### config.mk
export PLATFORM = sky130hd
export DESIGN_NAME = gtg_back
export DESIGN_NICKNAME = d
export VERILOG_FILES = /design/src/sv/gtg_pkg.sv /design/src/sv/gtg_back.sv
export SDC_FILE = /design/constraint.sdc
export NUM_CORES = 1
export LEC_CHECK = 0
export BUFFER_PORTS_ARGS = -buffer_cell sky130_fd_sc_hd__buf_2
export CAP_MARGIN = 5
export CORE_AREA = 2 2 92 86
export DETAILED_ROUTE_END_ITERATION = 6
export DIE_AREA = 0 0 94 88
export PLACE_DENSITY_LB_ADDON = 0.12
export RECOVER_POWER = 50
export SYNTH_ARGS = -nofsm -noshare
export SYNTH_HDL_FRONTEND = slang
export SYNTH_SLANG_ARGS = --single-unit
### constraint.sdc
create_clock -name clock -period 4.8 [get_ports clock]
set_input_delay 0.24 -clock clock [delete_from_list [all_inputs] [get_ports clock]]
set_output_delay 0.24 -clock clock [all_outputs]
set_load 0.02 [all_outputs]
### src/sv/gtg_pkg.sv
// Shared constants, types and functions of the go-to-goal controller.
package gtg_pkg;

   localparam int CordicIters = 16;
   localparam int SqrtSteps   = 18;
   localparam int SqrtPerStg  = 2;
   localparam int SqrtStages  = SqrtSteps / SqrtPerStg;

   localparam logic signed [15:0] GoalXReset = 16'sd256;
   localparam logic signed [15:0] GoalYReset = 16'sd256;
   localparam logic [15:0]        TolReset   = 16'd3;

   localparam logic [1:0] RegGoalX = 2'd0;
   localparam logic [1:0] RegGoalY = 2'd1;
   localparam logic [1:0] RegTol   = 2'd2;

   localparam logic signed [27:0] HalfPiQ16 = 28'sd102944;
   localparam logic [17:0]        LinMax    = 18'd262143;
   localparam logic signed [20:0] AngMax    = 21'sd262143;
   localparam logic signed [20:0] AngMin    = -21'sd262144;

   function automatic logic signed [27:0] atan_q16(input logic [3:0] idx);
      logic signed [27:0] v;
      case (idx)
         4'd0:    v = 28'sd51472;
         4'd1:    v = 28'sd30386;
         4'd2:    v = 28'sd16055;
         4'd3:    v = 28'sd8150;
         4'd4:    v = 28'sd4091;
         4'd5:    v = 28'sd2047;
         4'd6:    v = 28'sd1024;
         4'd7:    v = 28'sd512;
         4'd8:    v = 28'sd256;
         4'd9:    v = 28'sd128;
         4'd10:   v = 28'sd64;
         4'd11:   v = 28'sd32;
         4'd12:   v = 28'sd16;
         4'd13:   v = 28'sd8;
         4'd14:   v = 28'sd4;
         default: v = 28'sd2;
      endcase
      return v;
   endfunction

   // Vector travelling through the CORDIC chain.
   typedef struct packed {
      logic signed [27:0] x;
      logic signed [27:0] y;
      logic signed [27:0] z;
   } cordic_type;

   // Root extraction state: remainder, partial root, remaining radicand bits.
   typedef struct packed {
      logic [19:0] rem;
      logic [17:0] root;
      logic [35:0] rad;
   } sqrt_type;

   // Per-item side data that rides the pipeline alongside the vector.
   typedef struct packed {
      logic               arrived;
      logic signed [15:0] heading;
   } side_type;

endpackage

### src/sv/gtg_back.sv
// Exit stage: bearing rounding, gains, saturation and arrival masking.
module gtg_back (
   input  logic                 clock,
   input  logic                 reset,
   input  logic                 in_valid,
   input  gtg_pkg::cordic_type  in_vec,
   input  gtg_pkg::sqrt_type    in_sqrt,
   input  gtg_pkg::side_type    in_side,
   output logic                 out_valid,
   output logic [17:0]          linear_cmd,
   output logic signed [18:0]   angular_cmd,
   output logic                 arrived
);

   logic               valid_ff;
   logic [17:0]        lin_ff, lin_in;
   logic signed [18:0] ang_ff, ang_in;
   logic               arr_ff;
   logic [19:0]        lin_w;
   logic signed [27:0] brg;
   logic signed [20:0] ang_w;

   always_comb begin
      lin_w = 20'((21'(in_sqrt.root) * 21'd3) >> 1);
      lin_in = (lin_w > 20'(gtg_pkg::LinMax)) ? gtg_pkg::LinMax : lin_w[17:0];
      brg   = (in_vec.z + 28'sd8) >>> 4;
      ang_w = (21'(brg) - 21'(in_side.heading)) <<< 2;
      if (ang_w > gtg_pkg::AngMax)      ang_in = 19'(gtg_pkg::AngMax);
      else if (ang_w < gtg_pkg::AngMin) ang_in = 19'(gtg_pkg::AngMin);
      else                              ang_in = ang_w[18:0];
      if (in_side.arrived) begin
         lin_in = '0;
         ang_in = '0;
      end
   end

   always_ff @(posedge clock) begin
      if (reset) begin
         valid_ff <= 1'b0;
      end else begin
         valid_ff <= in_valid;
      end
      lin_ff <= lin_in;
      ang_ff <= ang_in;
      arr_ff <= in_side.arrived;
   end

   assign out_valid   = valid_ff;
   assign linear_cmd  = lin_ff;
   assign angular_cmd = ang_ff;
   assign arrived     = arr_ff;

endmodule

==> metrics.yaml <==
path_cells: "buf_2, nand3_1, nor2_1, and3_1, nand2_1, xnor2_1, ha_1, nand2_1, a2111oi_0, o21ai_1, nand2_1, o311ai_4, o211ai_4, o31ai_1"
tightest_slew_ns: 1.486
syn_area_per_cell_um2: 8.486
post-place-cells: 567
status: "finished clean"
chipWidth_um: 94
io_pins: 217
syn-num-nets: 604
fin_setup_tns_ns: 0
antenna_found_initial: 0
routed_wl_mm: 7.928
clock_sinks: 38
p_int_w: 0.0006807
cts_max_level: 2
worst_setup_path_start_kind: "input port"
worst-path-buf-inv: 1
cts_resized: 0
cts-root-buf: "clkbuf_8"
cts_setup_buffers: 0
grt_max_degree: 35
worst-setup-path-type: "in -> reg"
grt_pass1_wl_mm: 12.35
synthCells: 386
syn_area_um2: 3276
cts_tree: "built"
synth_adder_area_share_pct: 15.74
rsz0062_at_grt: "false"
path_delay_family: "compound AO/OA/AOI/OAI gates"
track_usage_pct: 18.81
p_switching_w: 0.0004461
overflow: 0
cp.required_ns: 4.90
synth_edf_count: 0
finalSetupViolations: 0
multi_input_area_um2: 2338
diodes: 0
gp_congestion: 0.9077
vdd_ir_drop_max_v: 0.0001799
p_per_area_nw_per_um2: 292.1
synth-seq-cells: 38
power_frac_comb_pct: 45.4
drv_slew: 0
numCtsBuffers: 5
period_minus_slack_ns: 3.479
synth_cell_types: 55
async_flop_share_pct: 0
synth-compound-area-share_pct: 30.67
ys_warn_count: 0
min_path_type: "in -> reg"
initial_core_util_pct: 44.75
areaGrowthSynthToFinish_pct: 17.76
yosysSeqAreaShare_pct: 23.22
cpMostUsedCell: "nand2_1"
synth-simple-area-share_pct: 11.88
period_share_pct: 72.49
grt_pass1_vias: 2730
dp_hpwl_mm: 6.343
via_per_inst: 5.249
fin_cells: 575
worstPathMaxFanout: 17
max_stage_delay_ns: 0.50
vias: 3018
drive_above_1_share_pct: 16.70
fmax_ghz: 0.2874
switching_share_pct: 39.59
fin_nets: 696
ant_nets: 0
synthXorXnorAreaFrac_pct: 12.80
firstDrtPassIters: 4
floorplan.core_area_um2: 7320
cp_slowest_cell: "o211ai_4"
clockPowerShare_pct: 19.7
die_y_um: 88
arrival_ns: 3.58
slew_headroom_pct: 0.9581
maxCapViolations: 0
critPathCaptureType: "register"
regArea_um2: 760.7
fillCellCount: 780
cellLeakagePower_nw: 1.771
drc_errors: 0
yosys-mux-area-fraction_pct: 0.3056
synthFlopType: "dfxtp_1"
synth_top_family_by_area: "compound AO/OA/AOI/OAI gates"
avgRoutedWirePerCell_um: 13.79
clk_pin_slew_worst_paths_ns: 0.08
hold_buffers: 0
io_buffers: 96
num_rows: 30
drtIter0Drc: 64
p_seq_share_pct: 35.0
power_w: 0.001127
dieArea_um2: 8272
clock_path_buffers: 2
hold_viol_final: 0
## Yosys cell counts, types with 9 or more instances
library cell	instances	area, um^2
xnor2_1	26	227.7
o31ai_1	16	120.1
nand2_1	32	120.1
o21a_1	9	67.56
o21ai_0	11	55.05
dfxtp_1	38	760.7
nand3_1	10	50.05
inv_1	30	112.6
a21oi_1	42	210.2
nor2_1	15	56.30
ha_1	38	475.5
a21o_1	14	105.1
xor2_1	20	175.2
## kinds of logic after synthesis
group,after synthesis
AOI/OAI and AO/OA,137
xor gates and xnor gates,47
adders and majority gates,40
buffers and inverters,41
DFF,38
muxes,1
and+or+nand+nor,82
## through the flow
stage | instance area (um^2) | setup slack (ns) | utilization [%] | hold slack, ns
4_1_cts | 3904 | 1.361 | 53.33 | 0.1044
5_1_grt | 3857 | 1.048 | 52.70 | 0.1092
3_3_place_gp | 3812 | 1.080 | 52.09 | 0.3986
2_1_floorplan | 3276 | 1.862 | - | 0.2677
3_5_place_dp | 3812 | 1.066 | 52.09 | 0.4069
6_report | 3857 | 1.321 | 52.70 | 0.1143
## worst paths after layout
kind	startpoint	to	slack, ns	cells after the start
setup / recovery	in_vec[5]	angular_cmd[12]	1.32	14
hold / removal	reset	out_valid	0.11	2
## placed cells by master, fill, tap and decap left out, types with 3 or more instances in the layout
cell	netlist	routed
ha_1	38	38
buf_2	3	59
a21o_1	14	14
and3_1	6	6
dfxtp_1	38	38
nand4_1	3	3
a21boi_0	3	3
o21ai_0	11	11
inv_1	30	30
a211oi_1	3	3
nand3_1	10	10
xor2_1	20	20
nand2_1	32	32
o21a_1	9	9
o21ai_1	4	4
clkbuf_8	0	6
clkbuf_1	4	38
a21oi_1	42	42
xnor2_1	26	26
o211ai_1	5	5
nand2b_1	6	6
nor2_1	15	15
o31ai_1	16	16
a31oi_1	5	5
## registers in the layout (all words and copies together) (netlist names)
name,cells
angular_cmd,18
linear_cmd,18
arrived,1
out_valid,1
## area by class of cell
| cell class | instances | share of cell area (%) |
|---|---|---|
| Clock buffer | 7 | 2.238 |
| Clock inverter | 1 | 0.1297 |
| Inverter | 30 | 2.919 |
| Multi-Input combinational cell | 307 | 60.62 |
| Sequential cell | 38 | 19.72 |
| Tap cell | 96 | 3.114 |
| Timing Repair Buffer | 96 | 11.26 |
## power groups by stage
| stage | Clock [W] | Combinational (W) | Sequential (W) |
|---|---|---|---|
| after global placement | 0 | 0.000523 | 0.000400 |
| after detailed placement | 0 | 0.000523 | 0.000400 |
| final | 0.000221 | 0.000511 | 0.000394 |
| after floorplan | 0 | 0.000305 | 0.000474 |
| after CTS | 0.000231 | 0.000528 | 0.000394 |
| after global routing | 0.000240 | 0.000564 | 0.000398 |
## layer usage
layer	global-route usage, %	vias up	part of all wire [%]
li1	-	1580	-
met1	25.84	1359	49
met3	3.098	6	4.8
met4	5.007	0	0.97
met5	0	-	0
met2	30.78	73	45
No activity file was read; power rests on OpenSTA's default activity.
