$ cat config.mk
export PLATFORM = sky130hd
export DESIGN_NAME = gtg_front
export DESIGN_NICKNAME = d
export VERILOG_FILES = /design/src/sv/gtg_pkg.sv /design/src/sv/gtg_front.sv
export SDC_FILE = /design/constraint.sdc
export NUM_CORES = 2
export LEC_CHECK = 0
export ABC_CLOCK_PERIOD_IN_PS = 8100
export BUFFER_PORTS_ARGS = -buffer_cell sky130_fd_sc_hd__clkbuf_2
export CORE_AREA = 5 5 349 351
export DETAILED_ROUTE_END_ITERATION = 7
export DIE_AREA = 0 0 354 356
export PLACE_DENSITY = 0.55
export SLEW_MARGIN = 20
export SYNTH_ARGS = -nofsm -noshare
export SYNTH_HDL_FRONTEND = slang
export SYNTH_SLANG_ARGS = --single-unit
$ cat constraint.sdc
create_clock -name clock -period 8.1 [get_ports clock]
set_clock_uncertainty 0.15 [all_clocks]
set_input_delay 1.62 -clock clock [delete_from_list [all_inputs] [get_ports clock]]
set_output_delay 1.62 -clock clock [all_outputs]
set_load 0.01 [all_outputs]
$ cat src/sv/gtg_pkg.sv
// Shared constants, types and functions of the go-to-goal controller.
package gtg_pkg;

   localparam int CordicIters = 16;
   localparam int SqrtSteps   = 18;
   localparam int SqrtPerStg  = 2;
   localparam int SqrtStages  = SqrtSteps / SqrtPerStg;

   localparam logic signed [15:0] GoalXReset = 16'sd256;
   localparam logic signed [15:0] GoalYReset = 16'sd256;
   localparam logic [15:0]        TolReset   = 16'd3;

   localparam logic [1:0] RegGoalX = 2'd0;
   localparam logic [1:0] RegGoalY = 2'd1;
   localparam logic [1:0] RegTol   = 2'd2;

   localparam logic signed [27:0] HalfPiQ16 = 28'sd102944;
   localparam logic [17:0]        LinMax    = 18'd262143;
   localparam logic signed [20:0] AngMax    = 21'sd262143;
   localparam logic signed [20:0] AngMin    = -21'sd262144;

   function automatic logic signed [27:0] atan_q16(input logic [3:0] idx);
      logic signed [27:0] v;
      case (idx)
         4'd0:    v = 28'sd51472;
         4'd1:    v = 28'sd30386;
         4'd2:    v = 28'sd16055;
         4'd3:    v = 28'sd8150;
         4'd4:    v = 28'sd4091;
         4'd5:    v = 28'sd2047;
         4'd6:    v = 28'sd1024;
         4'd7:    v = 28'sd512;
         4'd8:    v = 28'sd256;
         4'd9:    v = 28'sd128;
         4'd10:   v = 28'sd64;
         4'd11:   v = 28'sd32;
         4'd12:   v = 28'sd16;
         4'd13:   v = 28'sd8;
         4'd14:   v = 28'sd4;
         default: v = 28'sd2;
      endcase
      return v;
   endfunction

   // Vector travelling through the CORDIC chain.
   typedef struct packed {
      logic signed [27:0] x;
      logic signed [27:0] y;
      logic signed [27:0] z;
   } cordic_type;

   // Root extraction state: remainder, partial root, remaining radicand bits.
   typedef struct packed {
      logic [19:0] rem;
      logic [17:0] root;
      logic [35:0] rad;
   } sqrt_type;

   // Per-item side data that rides the pipeline alongside the vector.
   typedef struct packed {
      logic               arrived;
      logic signed [15:0] heading;
   } side_type;

endpackage

$ cat src/sv/gtg_front.sv
// Entry stages: goal offsets, squared distance, arrival test and pre-rotation.
module gtg_front (
   input  logic                 clock,
   input  logic                 reset,
   input  logic                 in_valid,
   input  logic signed [15:0]   pose_x,
   input  logic signed [15:0]   pose_y,
   input  logic signed [15:0]   pose_heading,
   input  logic signed [15:0]   goal_x,
   input  logic signed [15:0]   goal_y,
   input  logic [15:0]          tol,
   output logic                 out_valid,
   output gtg_pkg::cordic_type  out_vec,
   output gtg_pkg::sqrt_type    out_sqrt,
   output gtg_pkg::side_type    out_side
);

   // stage A: offsets and squares
   logic               va_ff;
   logic signed [16:0] dx_ff, dy_ff;
   logic signed [15:0] hd_a_ff;
   logic [31:0]        tsq_ff;
   logic signed [16:0] dx_in, dy_in;
   // stage B: sum of squares
   logic               vb_ff;
   logic [33:0]        sq_ff;
   logic [31:0]        tsq_b_ff;
   logic signed [16:0] dx_b_ff, dy_b_ff;
   logic signed [15:0] hd_b_ff;
   logic [32:0]        dxx, dyy;
   // stage C: tolerance compare and pre-rotation
   logic                valid_ff;
   gtg_pkg::cordic_type vec_ff, vec_in;
   gtg_pkg::sqrt_type   sqrt_ff;
   gtg_pkg::side_type   side_ff;
   logic signed [27:0]  x0, y0;

   assign dx_in = 17'(goal_x) - 17'(pose_x);
   assign dy_in = 17'(goal_y) - 17'(pose_y);
   // widen before squaring so the product keeps all of its bits
   assign dxx   = 33'($unsigned(34'(dx_ff) * 34'(dx_ff)));
   assign dyy   = 33'($unsigned(34'(dy_ff) * 34'(dy_ff)));

   always_comb begin
      x0 = 28'(dx_b_ff) <<< 8;
      y0 = 28'(dy_b_ff) <<< 8;
      vec_in.x = x0;
      vec_in.y = y0;
      vec_in.z = '0;
      if (x0 < 0) begin
         if (y0 >= 0) begin
            vec_in.x = y0;
            vec_in.y = -x0;
            vec_in.z = gtg_pkg::HalfPiQ16;
         end else begin
            vec_in.x = -y0;
            vec_in.y = x0;
            vec_in.z = -gtg_pkg::HalfPiQ16;
         end
      end
   end

   always_ff @(posedge clock) begin
      if (reset) begin
         va_ff    <= 1'b0;
         vb_ff    <= 1'b0;
         valid_ff <= 1'b0;
      end else begin
         va_ff    <= in_valid;
         vb_ff    <= va_ff;
         valid_ff <= vb_ff;
      end
      dx_ff    <= dx_in;
      dy_ff    <= dy_in;
      hd_a_ff  <= pose_heading;
      tsq_ff   <= tol * tol;
      sq_ff    <= 34'(dxx) + 34'(dyy);
      tsq_b_ff <= tsq_ff;
      dx_b_ff  <= dx_ff;
      dy_b_ff  <= dy_ff;
      hd_b_ff  <= hd_a_ff;
      vec_ff   <= vec_in;
      sqrt_ff.rem  <= '0;
      sqrt_ff.root <= '0;
      sqrt_ff.rad  <= {2'b00, sq_ff};
      side_ff.arrived <= (sq_ff <= 34'(tsq_b_ff));
      side_ff.heading <= hd_b_ff;
   end

   assign out_valid = valid_ff;
   assign out_vec   = vec_ff;
   assign out_sqrt  = sqrt_ff;
   assign out_side  = side_ff;

endmodule

==> results.yml <==
setup_path:
  cp_top_family: "adder cells"
  end_kind: "flop"
  cp_data_arrival_time_ns: 7.99
  r2r_start: "dy_ff[7]$_DFF_P_"
  required_ns: 8.38
  criticalPathCategory: "reg -> reg"
  cp_common_cell: "fa_1"
  critPathSlowestCell: "fa_1"
  crit_start: "dy_ff[7]$_DFF_P_"
  cp-start-kind: "flop"
  cp_slowest_stage_delay_ns: 0.55
  cp_num_buf_inv: 6
  cp_max_fo: 9
synthesis:
  synth-compound-area-share_pct: 7.17
  synth_top_area_share_pct: 37.2
  yosys.area_share.xor_xnor_pct: 4.27
  async_flop_share_pct: 0
  synth_area_leader_cell: "fa_1"
  syn_avg_cell_area_sq_um: 9.46
  synth_top_family_by_area: "adder cells"
  yosysMostFrequentCell: "inv_1"
  synth_common_cells: "inv_1, fa_1, ha_1"
  ys_ff_latch: 293
  synth.area.top_cells: "fa_1, dfxtp_1, ha_1"
  synth_mux_area_share_pct: 0.400
  ys_types: 65
  synthAdderAreaFrac_pct: 49.2
  synth_simple_gate_area_share_pct: 10.9
  syn_area_sq_um: 37500
  ys_seq_area_share_pct: 15.6
  synth_edf_count: 0
  yosysWarnings: 0
  synthFlopType: "dfxtp_1"
  syn_inst: 3964
layout:
  synthToLayoutAreaGrowth_pct: 10.9
  fin_util_pct: 35.0
  nets: 5346
  fin_area_sq_um: 41600
  layout-drive-gt1-share_pct: 9.35
die:
  die_x_um: 354
  fp.coreArea_sq_um: 119000
  die_h_um: 356
  start_util_pct: 31.6
  dieArea_sq_um: 126000
  ioPinCount: 275
  placementRows: 127
clock_network:
  clock-root-buffer: "clkbuf_16"
  cts_sinks: 293
  clk_path_buf_depth: 3
  insertion_delay_ns: 0.57
  clkTransAtPathRegs_ns: 0.06
  htree_num_levels: 2
  holdBufCountCts: 0
  cts_made_buffers: 34
  cts_tree: "yes"
drt:
  wirelength_um: 85200
  via_per_inst: 4.40
  drc: 0
  firstDrtPassIters: 4
  vias: 25400
  avgRoutedWirePerCell_um: 14.8
  final_antenna_net_count: 0
  drtIter0Drc: 1078
global_route:
  antenna_found_initial: 5
  grt_pass1_vias: 27200
  grt_max_degree: 62
  grt_first_pass_wirelength_um: 141000
  track_usage_pct: 13.9
  overflow: 0
placement:
  routabilityCongestion: 0.854
  port_buffers: 213
  preCtsSetupSlack_ns: 0.0393
  dp_hpwl_um: 73600
  dpl-instance-area_sq_um: 40400
sta:
  hold_viol_final: 0
  rsz0062_at_grt: "no"
  max-slew-margin-rel_pct: 29.2
  setup_tns_ns: 0
  final-setup-viol-count: 0
  finalCriticalPeriod_ns: 7.71
  max_freq_mhz: 130
  tightest_slew_ns: 1.06
  drv_slew: 0
  post-route-period-util_pct: 95.2
  final.setup.worst_slack_ns: 0.389
status:
  outcome: "finished, final reports clean"
worst_hold_path:
  min_from: "hd_a_ff[1]$_DFF_P_"
  hold_class: "reg -> reg"
run:
  drv_cap: 0
## kinds of logic after synthesis
group | Yosys count
other | 1
adders and majority gates | 1057
xor gates and xnor gates | 183
and+or+nand+nor | 834
muxes | 14
buffers and inverters | 1157
DFF | 293
AOI/OAI and AO/OA | 425
## layout make-up
cell class,count,area [sq um]
Tap cell,1548,1940
Timing Repair Buffer,282,1590
Inverter,1002,3760
Sequential cell,293,5890
Fill cell,12200,77100
Clock inverter,17,183
Clock buffer,43,925
Antenna cell,2,5.00
Multi-Input combinational cell,2577,27300
## placed cells by master (no fill, tap or decap), types with 24 or more instances in the layout
| cell type | netlist | routed |
|---|---|---|
| inv_1 | 1002 | 1002 |
| fa_1 | 697 | 697 |
| ha_1 | 360 | 360 |
| nand2_1 | 280 | 280 |
| dfxtp_1 | 293 | 277 |
| clkbuf_2 | 0 | 213 |
| and2_1 | 179 | 179 |
| nor2_1 | 154 | 153 |
| a21oi_1 | 146 | 144 |
| xnor2_1 | 123 | 123 |
| o21ai_0 | 79 | 78 |
| buf_4 | 81 | 67 |
| conb_1 | 1 | 64 |
| a21o_1 | 61 | 61 |
| xor2_1 | 60 | 60 |
| nor2b_1 | 52 | 52 |
| clkbuf_16 | 0 | 34 |
| nor3_1 | 32 | 32 |
| nand3_1 | 27 | 27 |
| o21a_1 | 25 | 25 |
| nand2b_1 | 24 | 24 |
## flip-flops by register name, indices dropped and copies added (netlist names), 31 cells and up
register  count
out_sqrt     34
out_vec      43
sq_ff        34
tsq_b_ff     31
tsq_ff       31
## per-stage QoR
stage                     cells  hold slack (ns)
after detailed placement   5701            0.162
after global placement     5701            0.160
final                      5764            0.175
after floorplan            4027            0.160
after global routing       5762            0.177
after CTS                  5761            0.175
## worst paths after layout
kind / end / slack, ns / cells past startpoint
worst min register to register: hd_b_ff[1]$_DFF_P_ / 0.17 / 0
worst max-delay path: sq_ff[32]$_DFF_P_ / 0.39 / 29
worst min-delay path: hd_b_ff[1]$_DFF_P_ / 0.17 / 0
worst max register to register: sq_ff[32]$_DFF_P_ / 0.39 / 29
## layer usage
metal	vias to the layer above	global-route usage [%]	part of all wire, %
li1	12300	-	-
met1	12500	19.1	47
met2	502	23.3	47
met3	72	1.94	4.8
met4	0	2.93	1.9
met5	-	0	0
## worst reg2reg max path, delay by kind of cell (launching register included)
| kind | cells | cell delay (ns) |
|---|---|---|
| XOR/XNOR | 1 | 0.16 |
| buffers and inverters | 6 | 0.48 |
| flip-flops | 1 | 0.42 |
| adder cells (fa/ha/maj) | 8 | 3.59 |
| AND/OR/NAND/NOR | 4 | 0.86 |
| AO/OA/AOI/OAI | 10 | 1.94 |
## what timing repair did
item,4_1_cts,5_1_grt
endpoints found under the setup margin,2,6
gates resized for setup,3,29
buffers inserted,0,1
endpoints found under the hold margin,0,0
Power is left out: the tool's default activity adds up to more than one toggle a clock period on the data nets, which glitch-free logic cannot reach.
