`config.mk`:
```
export PLATFORM = sky130hd
export DESIGN_NAME = gtg_cordic_stage
export DESIGN_NICKNAME = d
export VERILOG_FILES = /design/src/sv/gtg_pkg.sv /design/src/sv/gtg_cordic_stage.sv
export SDC_FILE = /design/constraint.sdc
export NUM_CORES = 1
export LEC_CHECK = 0
export ABC_AREA = 1
export BUFFER_PORTS_ARGS = -buffer_cell sky130_fd_sc_hd__buf_2
export CAP_MARGIN = 20
export CORE_MARGIN = 5
export CORE_UTILIZATION = 54
export CTS_BUF_LIST = sky130_fd_sc_hd__clkbuf_16
export DETAILED_ROUTE_END_ITERATION = 6
export PLACE_DENSITY = 0.82
export RECOVER_POWER = 50
export SYNTH_ARGS = -nofsm -noshare
export SYNTH_HDL_FRONTEND = slang
export SYNTH_SLANG_ARGS = --single-unit
```
`constraint.sdc`:
```
create_clock -name clock -period 3.2 [get_ports clock]
set_clock_uncertainty 0.1 [all_clocks]
set_input_delay 0.64 -clock clock [delete_from_list [all_inputs] [get_ports clock]]
set_output_delay 0.64 -clock clock [all_outputs]
set_load 0.02 [all_outputs]
```
`src/sv/gtg_pkg.sv`:
```
// Shared constants, types and functions of the go-to-goal controller.
package gtg_pkg;

   localparam int CordicIters = 16;
   localparam int SqrtSteps   = 18;
   localparam int SqrtPerStg  = 2;
   localparam int SqrtStages  = SqrtSteps / SqrtPerStg;

   localparam logic signed [15:0] GoalXReset = 16'sd256;
   localparam logic signed [15:0] GoalYReset = 16'sd256;
   localparam logic [15:0]        TolReset   = 16'd3;

   localparam logic [1:0] RegGoalX = 2'd0;
   localparam logic [1:0] RegGoalY = 2'd1;
   localparam logic [1:0] RegTol   = 2'd2;

   localparam logic signed [27:0] HalfPiQ16 = 28'sd102944;
   localparam logic [17:0]        LinMax    = 18'd262143;
   localparam logic signed [20:0] AngMax    = 21'sd262143;
   localparam logic signed [20:0] AngMin    = -21'sd262144;

   function automatic logic signed [27:0] atan_q16(input logic [3:0] idx);
      logic signed [27:0] v;
      case (idx)
         4'd0:    v = 28'sd51472;
         4'd1:    v = 28'sd30386;
         4'd2:    v = 28'sd16055;
         4'd3:    v = 28'sd8150;
         4'd4:    v = 28'sd4091;
         4'd5:    v = 28'sd2047;
         4'd6:    v = 28'sd1024;
         4'd7:    v = 28'sd512;
         4'd8:    v = 28'sd256;
         4'd9:    v = 28'sd128;
         4'd10:   v = 28'sd64;
         4'd11:   v = 28'sd32;
         4'd12:   v = 28'sd16;
         4'd13:   v = 28'sd8;
         4'd14:   v = 28'sd4;
         default: v = 28'sd2;
      endcase
      return v;
   endfunction

   // Vector travelling through the CORDIC chain.
   typedef struct packed {
      logic signed [27:0] x;
      logic signed [27:0] y;
      logic signed [27:0] z;
   } cordic_type;

   // Root extraction state: remainder, partial root, remaining radicand bits.
   typedef struct packed {
      logic [19:0] rem;
      logic [17:0] root;
      logic [35:0] rad;
   } sqrt_type;

   // Per-item side data that rides the pipeline alongside the vector.
   typedef struct packed {
      logic               arrived;
      logic signed [15:0] heading;
   } side_type;

endpackage

```
`src/sv/gtg_cordic_stage.sv`:
```
// One registered CORDIC vectoring micro-rotation with a root step while digits remain.
module gtg_cordic_stage #(
   parameter int Iter = 0
) (
   input  logic                 clock,
   input  logic                 reset,
   input  logic                 in_valid,
   input  gtg_pkg::cordic_type  in_vec,
   input  gtg_pkg::sqrt_type    in_sqrt,
   input  gtg_pkg::side_type    in_side,
   output logic                 out_valid,
   output gtg_pkg::cordic_type  out_vec,
   output gtg_pkg::sqrt_type    out_sqrt,
   output gtg_pkg::side_type    out_side
);

   logic                valid_ff;
   gtg_pkg::cordic_type vec_ff, vec_in;
   gtg_pkg::sqrt_type   sqrt_ff, sqrt_in;
   gtg_pkg::side_type   side_ff;
   logic signed [27:0]  xs, ys;
   logic [19:0]         trial;
   logic [19:0]         rem_sh;

   always_comb begin
      xs = in_vec.x >>> Iter;
      ys = in_vec.y >>> Iter;
      vec_in = in_vec;
      if (in_vec.y > 0) begin
         vec_in.x = in_vec.x + ys;
         vec_in.y = in_vec.y - xs;
         vec_in.z = in_vec.z + gtg_pkg::atan_q16(4'(Iter));
      end else begin
         vec_in.x = in_vec.x - ys;
         vec_in.y = in_vec.y + xs;
         vec_in.z = in_vec.z - gtg_pkg::atan_q16(4'(Iter));
      end
      // one restoring square-root digit per stage while digits remain
      sqrt_in = in_sqrt;
      rem_sh  = {in_sqrt.rem[17:0], in_sqrt.rad[35:34]};
      trial   = {in_sqrt.root, 2'b01};
      if (Iter < gtg_pkg::SqrtStages) begin
         sqrt_in.rad = {in_sqrt.rad[33:0], 2'b00};
         if (rem_sh >= trial) begin
            sqrt_in.rem  = rem_sh - trial;
            sqrt_in.root = {in_sqrt.root[16:0], 1'b1};
         end else begin
            sqrt_in.rem  = rem_sh;
            sqrt_in.root = {in_sqrt.root[16:0], 1'b0};
         end
      end
   end

   always_ff @(posedge clock) begin
      if (reset) begin
         valid_ff <= 1'b0;
      end else begin
         valid_ff <= in_valid;
      end
      vec_ff  <= vec_in;
      sqrt_ff <= sqrt_in;
      side_ff <= in_side;
   end

   assign out_valid = valid_ff;
   assign out_vec   = vec_ff;
   assign out_sqrt  = sqrt_ff;
   assign out_side  = side_ff;

endmodule

```
==> results.cfg, run 1 <==
[run_status]
status = finished, final reports clean

[synthesis]
synth-main-ff-cell = dfxtp_1
synthTopCellsByArea = dfxtp_1, nand2_1, ha_1
netlist_area_um2 = 12410
avgSynthCellArea_um2 = 6.481
yosys-top-cells-count = nand2_1, inv_1, dfxtp_1
ys_seq_elements = 173
synth-edff-count = 0
yosys_warnings = 0
yosysTopAreaCellShare = 0.2790
yosysTopAreaCell = dfxtp_1
synthArstFlopShare = 0
yosysMostFrequentCell = nand2_1
ys_seq_area_frac = 0.2790
synth_cell_types = 41
syn_inst = 1915

[sta]
worstMarginPinSlew_ns = 0.6599
min_period_ns = 3.043
fmax_mhz = 328.7
setup-violations-final = 0
slew_viol_final = 0
final.period_utilization = 0.9508
hold_viol_final = 0
max_slew_margin = 0.5600
rsz0062_at_grt = no

[job]
maxCapViolCount = 0

[global_routing]
grt_overflow = 0
grt_max_degree = 59
grt_pass1_wl_um = 72440
grtUsageTotal = 0.3508
grt_antenna_before_repair = 5
grt_pass1_vias = 13836

[cts]
cts_tree = yes
cts_setup_buffers = 0
clkTransAtPathRegs_ns = 0.08
hold_buffers = 0
cts_root_buf = clkbuf_16
clkSinkCount = 173
clockBufferDepth = 2
ctsHtreeMaxLevel = 4
cts_made_buffers = 17
cts_resized = 0

[placed_design]
dp_hpwl_um = 39530
place_inst = 2599
place.gp.congestion = 1.011
io_buffers = 349

[route]
drtIter0Drc = 1127
antenna_left = 0
vias_per_cell = 5.384
drc = 0
vias = 14186
wirelength_met1_um = 17670
wl_per_cell_um = 17.97
top_layer = met5
wl_met3_um = 3519
route.met2.wl_um = 22740
drt-total-wl_um = 47360
dr.pass1.iters = 6

[die]
io-pin-count = 354
start_util = 0.5482
rows = 55
die_area_um2 = 26120
fp.dieW_um = 161.6
coreArea_um2 = 22640
die_height_um = 161.6

[setup_path]
cp_common_cell = nand2_1
slowest_delay_ns = 0.42
crit_required_ns = 3.43
crit_slowest_cell = o21ai_1
endpoint_kind = flip-flop
worstPathArrival_ns = 3.28
crit_chain = buf_2, inv_1, nand3_1, nor3_1, buf_4, nand3_1, nand2_2, inv_2, ha_1, nand2_1, nor2_1, nand4_1, o21ai_1, a21oi_1, nand2_1, nand2_1
worstSetupPathType = in2reg
crit_fanout = 5
critPathLaunchType = input port

[final_layout]
stdcell_count = 2635
nets = 2638
fin_util = 0.6821
area_growth_pct = 24.43
drive_gt1_frac = 0.1628

[power_and_ir_drop]
vdd_ir_drop_max_uv = 307.0
leakagePower_uw = 0.008599
powerDensity_nw_per_um2 = 484.9

[worst_hold_path]
hp-class = in2reg
## routing by layer
layer | up-vias | global-route usage
li1 | 6925 | -
met1 | 6434 | 0.3925
met2 | 666 | 0.6125
met3 | 159 | 0.06175
met4 | 2 | 0.2295
met5 | - | 0
## final timing paths
| path | startpoint | end | cells after the start |
|---|---|---|---|
| worst min-delay path | in_sqrt[25] | out_sqrt[27] | 1 |
| worst max-delay path | in_vec[33] | out_vec[25] | 16 |
## critical path: cells and delay by family
| family | cells | cell delay (ns) |
|---|---|---|
| AOI/OAI and AO/OA | 2 | 0.57 |
| adders and majority gates | 1 | 0.31 |
| buffers and inverters | 4 | 0.51 |
| and+or+nand+nor | 9 | 1.24 |
## flip-flops by register name (all words and copies together) (netlist names)
register,flops
out_vec,83
out_valid,1
out_side,17
out_sqrt,72
## cell families after synthesis
logic type,share of synthesized area
xor gates and xnor gates,0.04163
DFF,0.2790
adders and majority gates,0.1304
other,0.0003021
buffers and inverters,0.1115
AOI/OAI and AO/OA,0.1108
and+or+nand+nor,0.3263
## power by group
part	switching, uW	internal, uW	leakage [uW]
Combinational	1830	897	0.00684
Sequential	94.9	2440	0.00146
Clock	1140	1080	0.000302
## through the flow
stage / hold slack, ns / power (uW) / setup TNS [ns] / worst slack (ns) / area (um^2)
after detailed placement: 0.6439 / 5305 / -1.248 / -0.2511 / 14940
after CTS: 0.1748 / 7525 / 0 / 0.1223 / 15570
after floorplan: 0.5677 / 4283 / 0 / 0.1974 / 12420
final: 0.1859 / 7489 / 0 / 0.1573 / 15440
after global placement: 0.6430 / 5259 / -0.8858 / -0.2281 / 14940
after global routing: 0.1722 / 7883 / 0 / 0.01100 / 15440
## cell usage in the layout (no fill, tap or decap), types with 4 or more instances in the layout
cell	count
nand3_1	171
nand2_1	587
nor2_1	135
dfxtp_1	173
a31oi_1	6
nand3b_1	5
clkbuf_1	114
a21oi_1	124
ha_1	122
nor3_1	9
xor2_1	42
o21a_1	4
nand4_1	42
inv_1	296
nor4_1	5
o21bai_1	20
fa_1	4
buf_4	88
o21ai_0	66
clkbuf_16	17
o21ai_2	10
buf_2	235
diode_2	4
clkinv_8	6
xnor2_1	17
a21o_1	7
## cell type report
cell class / instances / area (um^2)
Inverter: 299 / 1125
Tap cell: 285 / 356.6
Clock inverter: 15 / 203.9
Timing Repair Buffer: 438 / 2285
Antenna cell: 4 / 10.01
Fill cell: 2121 / 7197
Multi-Input combinational cell: 1404 / 7575
Clock buffer: 17 / 425.4
Sequential cell: 173 / 3463
No activity file was read; power rests on OpenSTA's default activity.
==> run 2, diff against run 1 <==
Settings changed: MAX_ROUTING_LAYER set to met4, PLACE_DENSITY 0.82 to 0.92.
==> run 2 against run 1 <==
  * The run now fails in 5_2_route
  * Synthesized area did not move
  * Global-route usage rose by 0.32 points
  * Synthesized cell count did not move
==> results.cfg, run 2 <==
[die]
die_height_um = 161.6
io-pin-count = 354
fp.dieW_um = 161.6
start_util = 0.5482
rows = 55

[synthesis]
synth-edff-count = 0
syn_inst = 1915
synthTopCellsByArea = dfxtp_1, nand2_1, ha_1
ys_seq_elements = 173
yosysMostFrequentCell = nand2_1
yosys_warnings = 0
synth-main-ff-cell = dfxtp_1
yosysTopAreaCellShare = 0.2790
yosysTopAreaCell = dfxtp_1
avgSynthCellArea_um2 = 6.481
yosys-top-cells-count = nand2_1, inv_1, dfxtp_1
synthArstFlopShare = 0
ys_seq_area_frac = 0.2790
netlist_area_um2 = 12410
synth_cell_types = 41

[global_routing]
grt_antenna_before_repair = 4
grt_max_degree = 59
grtUsageTotal = 0.3540
grt_pass1_vias = 13964
grt_overflow = 0
grt_pass1_wl_um = 71350

[run_status]
stop_error = [ERROR DRT-0255] Maze Route cannot find path of net in_sqrt[25] in worker of routeBox ( 144900 48300 ) ( 161610 96600 ).
status = aborted with a tool error
lastStage = 5_2_route

[cts]
clkSinkCount = 173
cts_made_buffers = 17
cts_root_buf = clkbuf_16
cts_setup_buffers = 0
clockBufferDepth = 2
ctsHtreeMaxLevel = 4
cts_resized = 0
hold_buffers = 0

[placed_design]
io_buffers = 349
dp_hpwl_um = 38800
place.gp.congestion = 1.059
[run 2: cell counts after synthesis]
No cell type changed its count.
[run 2: cells by family after synthesis]
kind of cell	synth area share
AOI/OAI and AO/OA	0.1108
xor gates and xnor gates	0.04163
adders and majority gates	0.1304
buffers and inverters	0.1115
DFF	0.2790
other	0.0003021
and+or+nand+nor	0.3263
[run 2: metrics by stage]
stage | hold slack, ns | setup slack (ns) | setup TNS (ns) | cells | cell area (um^2)
5_1_grt | 0.1853 | 0.002232 | 0 | 2644 | 15500
3_5_place_dp | 0.6441 | -0.2558 | -2.644 | 2608 | 15010
4_1_cts | 0.1837 | 0.1971 | 0 | 2640 | 15640
3_3_place_gp | 0.6420 | -0.2608 | -1.953 | 2608 | 15010
2_1_floorplan | 0.5677 | 0.1974 | 0 | 1916 | 12420
[run 2: metal layers]
layer	track usage
met5	-
met4	0.2049
met3	0.05869
met2	0.6362
met1	0.3647
==> run 3, diff against run 2 <==
Settings changed: CORE_UTILIZATION 54 to 40, CTS_BUF_LIST sky130_fd_sc_hd__clkbuf_16 to not set, MAX_ROUTING_LAYER met4 to not set, PLACE_DENSITY 0.92 to not set, PLACE_DENSITY_LB_ADDON set to 0.15.
==> run 3 against run 2 <==
  * The flow now finishes without violations
  * Global-route usage decreased by 9.7 points
==> results.cfg, run 3 (synthesized netlist as in run 1, its figures left out) <==
[route]
vias_per_cell = 4.933
drtIter0Drc = 729
antenna_left = 0
drc = 0
drt-total-wl_um = 46330
wl_per_cell_um = 16.83
dr.pass1.iters = 5
vias = 13575

[cts]
hold_buffers = 0
ctsHtreeMaxLevel = 4
clkTransAtPathRegs_ns = 0.07
clockBufferDepth = 2
cts_made_buffers = 17
cts_resized = 0
cts_root_buf = clkbuf_16
cts_tree = yes
clkSinkCount = 173
cts_setup_buffers = 0

[job]
maxCapViolCount = 0

[sta]
slew_viol_final = 0
setup-violations-final = 0
hold_slack_ns = 0.1887
hold_viol_final = 0
worstMarginPinSlew_ns = 0.6739
worst_slack_ns = 0.3011
final.period_utilization = 0.9059
rsz0062_at_grt = no
min_period_ns = 2.899
max_slew_margin = 0.5508
fmax_mhz = 345.0

[placed_design]
dp_slack_ns = -0.2028
dp_hpwl_um = 39510
place_area_um2 = 15170
io_buffers = 349
place.gp.congestion = 0.9493

[setup_path]
slowest_delay_ns = 0.47
crit_slowest_cell = o21ai_0
critPathLaunchType = input port
crit_required_ns = 3.47
crit_fanout = 5
cp_top_family = simple AND/OR/NAND/NOR gates
worstPathArrival_ns = 3.17
cp.depth = 15
crit_chain = buf_2, inv_1, nand3_1, nor3_1, buf_4, nand3_1, nand2_2, inv_2, ha_1, nand2_1, nor2_1, nand4_1, o21ai_0, buf_4, xor2_1
worstSetupPathType = in2reg
critPathBufInv = 5
endpoint_kind = flip-flop

[global_routing]
grt_pass1_vias = 13444
met2_usage = 0.4772
met3_usage = 0.03637
grt_antenna_before_repair = 2
grt_max_degree = 60
top_usage_layer = met2
grt_overflow = 0
grtUsageTotal = 0.2575
grt_pass1_wl_um = 69700
use_met1 = 0.2901

[die]
rows = 64
fp.dieW_um = 186.2
io-pin-count = 354
coreArea_um2 = 30590
die_area_um2 = 34650
die_height_um = 186.2
start_util = 0.4058

[power_and_ir_drop]
powerDensity_nw_per_um2 = 462.0
leakagePower_uw = 0.008616
power_uw = 7189
vdd_ir_drop_max_uv = 365.5

[final_layout]
area_growth_pct = 25.37
layout_commonest_cell = nand2_1
final_area_um2 = 15560
fillers = 3283
largest_reg_flops = 83
nets = 2649
drive_gt1_frac = 0.1660
layout_common_cells = nand2_1, inv_1, buf_2

[worst_hold_path]
hold_depth = 1
hp-class = in2reg

[run_status]
status = finished, final reports clean
run 3: power by group:
| group | internal, uW | switching (uW) |
|---|---|---|
| clock | 993 | 946 |
| combinational | 913 | 1790 |
| sequential | 2450 | 104 |
run 3: layout make-up:
type                            instances  area (um^2)  area share
Antenna cell                            1        2.502   0.0001608
Clock buffer                           19        432.9     0.02782
Inverter                              299         1125     0.07228
Tap cell                              396        495.5     0.03184
Timing Repair Buffer                  449         2385      0.1533
Sequential cell                       173         3463      0.2226
Multi-Input combinational cell       1404         7569      0.4864
Clock inverter                         11        88.84    0.005709
run 3: metal layers:
layer / part of all wire / routed length, um
met1: 0.40 / 18530
met2: 0.50 / 23160
met3: 0.056 / 2579
met4: 0.044 / 2055
met5: 0 / 0
run 3: path summary, 6_finish.rpt:
path | from | end | slack [ns]
max | in_vec[33] | out_vec[17] | 0.30
min | in_side[16] | out_side[16] | 0.19
run 3: per-stage QoR:
| stage | setup TNS, ns | utilization | instances |
|---|---|---|---|
| floorplan | 0 | - | 1916 |
| global placement | -0.7857 | 0.4961 | 2721 |
| detailed placement | -1.010 | 0.4961 | 2721 |
| CTS | 0 | 0.5131 | 2751 |
| global route | 0 | 0.5086 | 2751 |
| finish | 0 | 0.5087 | 2752 |
==> run 4, diff against run 3 <==
Settings changed: RECOVER_POWER 50 to not set, SETUP_SLACK_MARGIN set to 0.15.
==> run 4 against run 3 <==
  * Largest power group unchanged
  * Global-route usage unchanged
  * Combinational power is 2% higher
  * Highest routed layer unchanged
  * First-iteration DRC count increased by 5.5%
  * Setup slack better by 0.079 ns
  * Die area unchanged
  * Largest cell class unchanged
  * Critical path type unchanged
  * Via count is 0.33% higher
  * Utilization increased by 0.46 points
==> results.cfg, run 4 (synthesized netlist as in run 1, its figures left out) <==
[run_status]
status = finished, final reports clean

[final_layout]
nets = 2649
layout_common_cells = nand2_1, buf_2, inv_1
drive_gt1_frac = 0.2136
layout_commonest_cell = nand2_1
fin_util = 0.5133
final_area_um2 = 15700
largest_reg_flops = 83
area_growth_pct = 26.51

[global_routing]
grt_overflow = 0
grt_pass1_vias = 13444
grtUsageTotal = 0.2575
grt_pass1_wl_um = 69700
grt_max_degree = 60
grt_antenna_before_repair = 2

[setup_path]
critPathLaunchType = input port
crit_chain = buf_2, inv_1, nand4_1, nor3_1, buf_4, nand3_1, nand2_2, buf_12, buf_12, ha_1, nand2_1, buf_4, nor3_1, nand4_1, nand3_1, xor2_1
crit_required_ns = 3.47
cp_top_family = simple AND/OR/NAND/NOR gates
critPathBufInv = 6
slowest_delay_ns = 0.33
endpoint_kind = flip-flop
worstPathArrival_ns = 3.09
worstSetupPathType = in2reg
crit_slowest_cell = nor3_1
crit_fanout = 12

[route]
drt-total-wl_um = 46240
vias = 13620
wl_per_cell_um = 16.80
top_layer = met4
wirelength_met1_um = 18300
dr.pass1.iters = 5
wl_met3_um = 2729
route.met2.wl_um = 23140
drc = 0
drtIter0Drc = 769
antenna_left = 0
vias_per_cell = 4.949

[sta]
slew_viol_final = 0
worst_slack_ns = 0.3799
worstMarginPinSlew_ns = 0.6691
max_slew_margin = 0.5539
setup-violations-final = 0
fmax_mhz = 354.6
hold_viol_final = 0
rsz0062_at_grt = no
final.period_utilization = 0.8813
min_period_ns = 2.820

[placed_design]
io_buffers = 349
dp_slack_ns = -0.2028
dp_hpwl_um = 39510
place_area_um2 = 15170
place.gp.congestion = 0.9493

[power_and_ir_drop]
leakagePower_uw = 0.008924
powerDensity_nw_per_um2 = 459.9
vdd_ir_drop_max_uv = 361.3

[die]
io-pin-count = 354
fp.dieW_um = 186.2
start_util = 0.4058
die_height_um = 186.2
die_area_um2 = 34650
coreArea_um2 = 30590
rows = 64

[cts]
ctsHtreeMaxLevel = 4
cts_tree = yes
clkSinkCount = 173
clockBufferDepth = 2
cts_root_buf = clkbuf_16
cts_made_buffers = 17
clkTransAtPathRegs_ns = 0.07

[worst_hold_path]
hp-class = in2reg

[job]
maxCapViolCount = 0
==> run 4: per-layer routing <==
layer / up-vias / track usage
met4: 0 / 0.1204
met3: 96 / 0.03637
met2: 447 / 0.4772
met5: - / 0
met1: 6132 / 0.2901
li1: 6945 / -
==> run 4: final timing paths <==
kind | startpoint | to | slack (ns) | depth (start not counted)
worst min-delay path | in_side[16] | out_side[16] | 0.19 | 1
worst max-delay path | in_vec[52] | out_vec[24] | 0.38 | 16
==> run 4: final cells by class <==
| class | count | area (um^2) |
|---|---|---|
| multi-input cells | 1404 | 7572 |
| fillers | 3215 | 14890 |
| repair buffers | 449 | 2522 |
| clock buffers | 19 | 432.9 |
| clock inverters | 11 | 88.84 |
| well taps | 396 | 495.5 |
| inverters | 299 | 1125 |
| flip-flops and latches | 173 | 3463 |
| diodes | 1 | 2.502 |
==> run 4: repair_timing <==
| item | in CTS | in global routing |
|---|---|---|
| setup buffers | 0 | 0 |
| endpoints found under the hold margin | 0 | 0 |
| resized for setup | 0 | 4 |
| hold buffers | 0 | 0 |
| setup endpoints to repair | 0 | 5 |
==> run 4: stage by stage <==
stage / setup TNS [ns] / cells / power (uW) / hold slack (ns)
6_report: 0 / 2752 / 7222 / 0.1911
5_1_grt: 0 / 2751 / 7665 / 0.1757
4_1_cts: 0 / 2751 / 7279 / 0.1684
3_5_place_dp: -1.010 / 2721 / 5333 / 0.6439
3_3_place_gp: -0.7857 / 2721 / 5316 / 0.6429
2_1_floorplan: 0 / 1916 / 4283 / 0.5677
==> run 4: where the power goes <==
group          total, uW  internal, uW  switching [uW]  leakage (uW)
Sequential          2540          2450            97.9       0.00146
Clock               1930           993             940      0.000246
Combinational       2750           958            1790       0.00722
Total               7220          4400            2820       0.00892
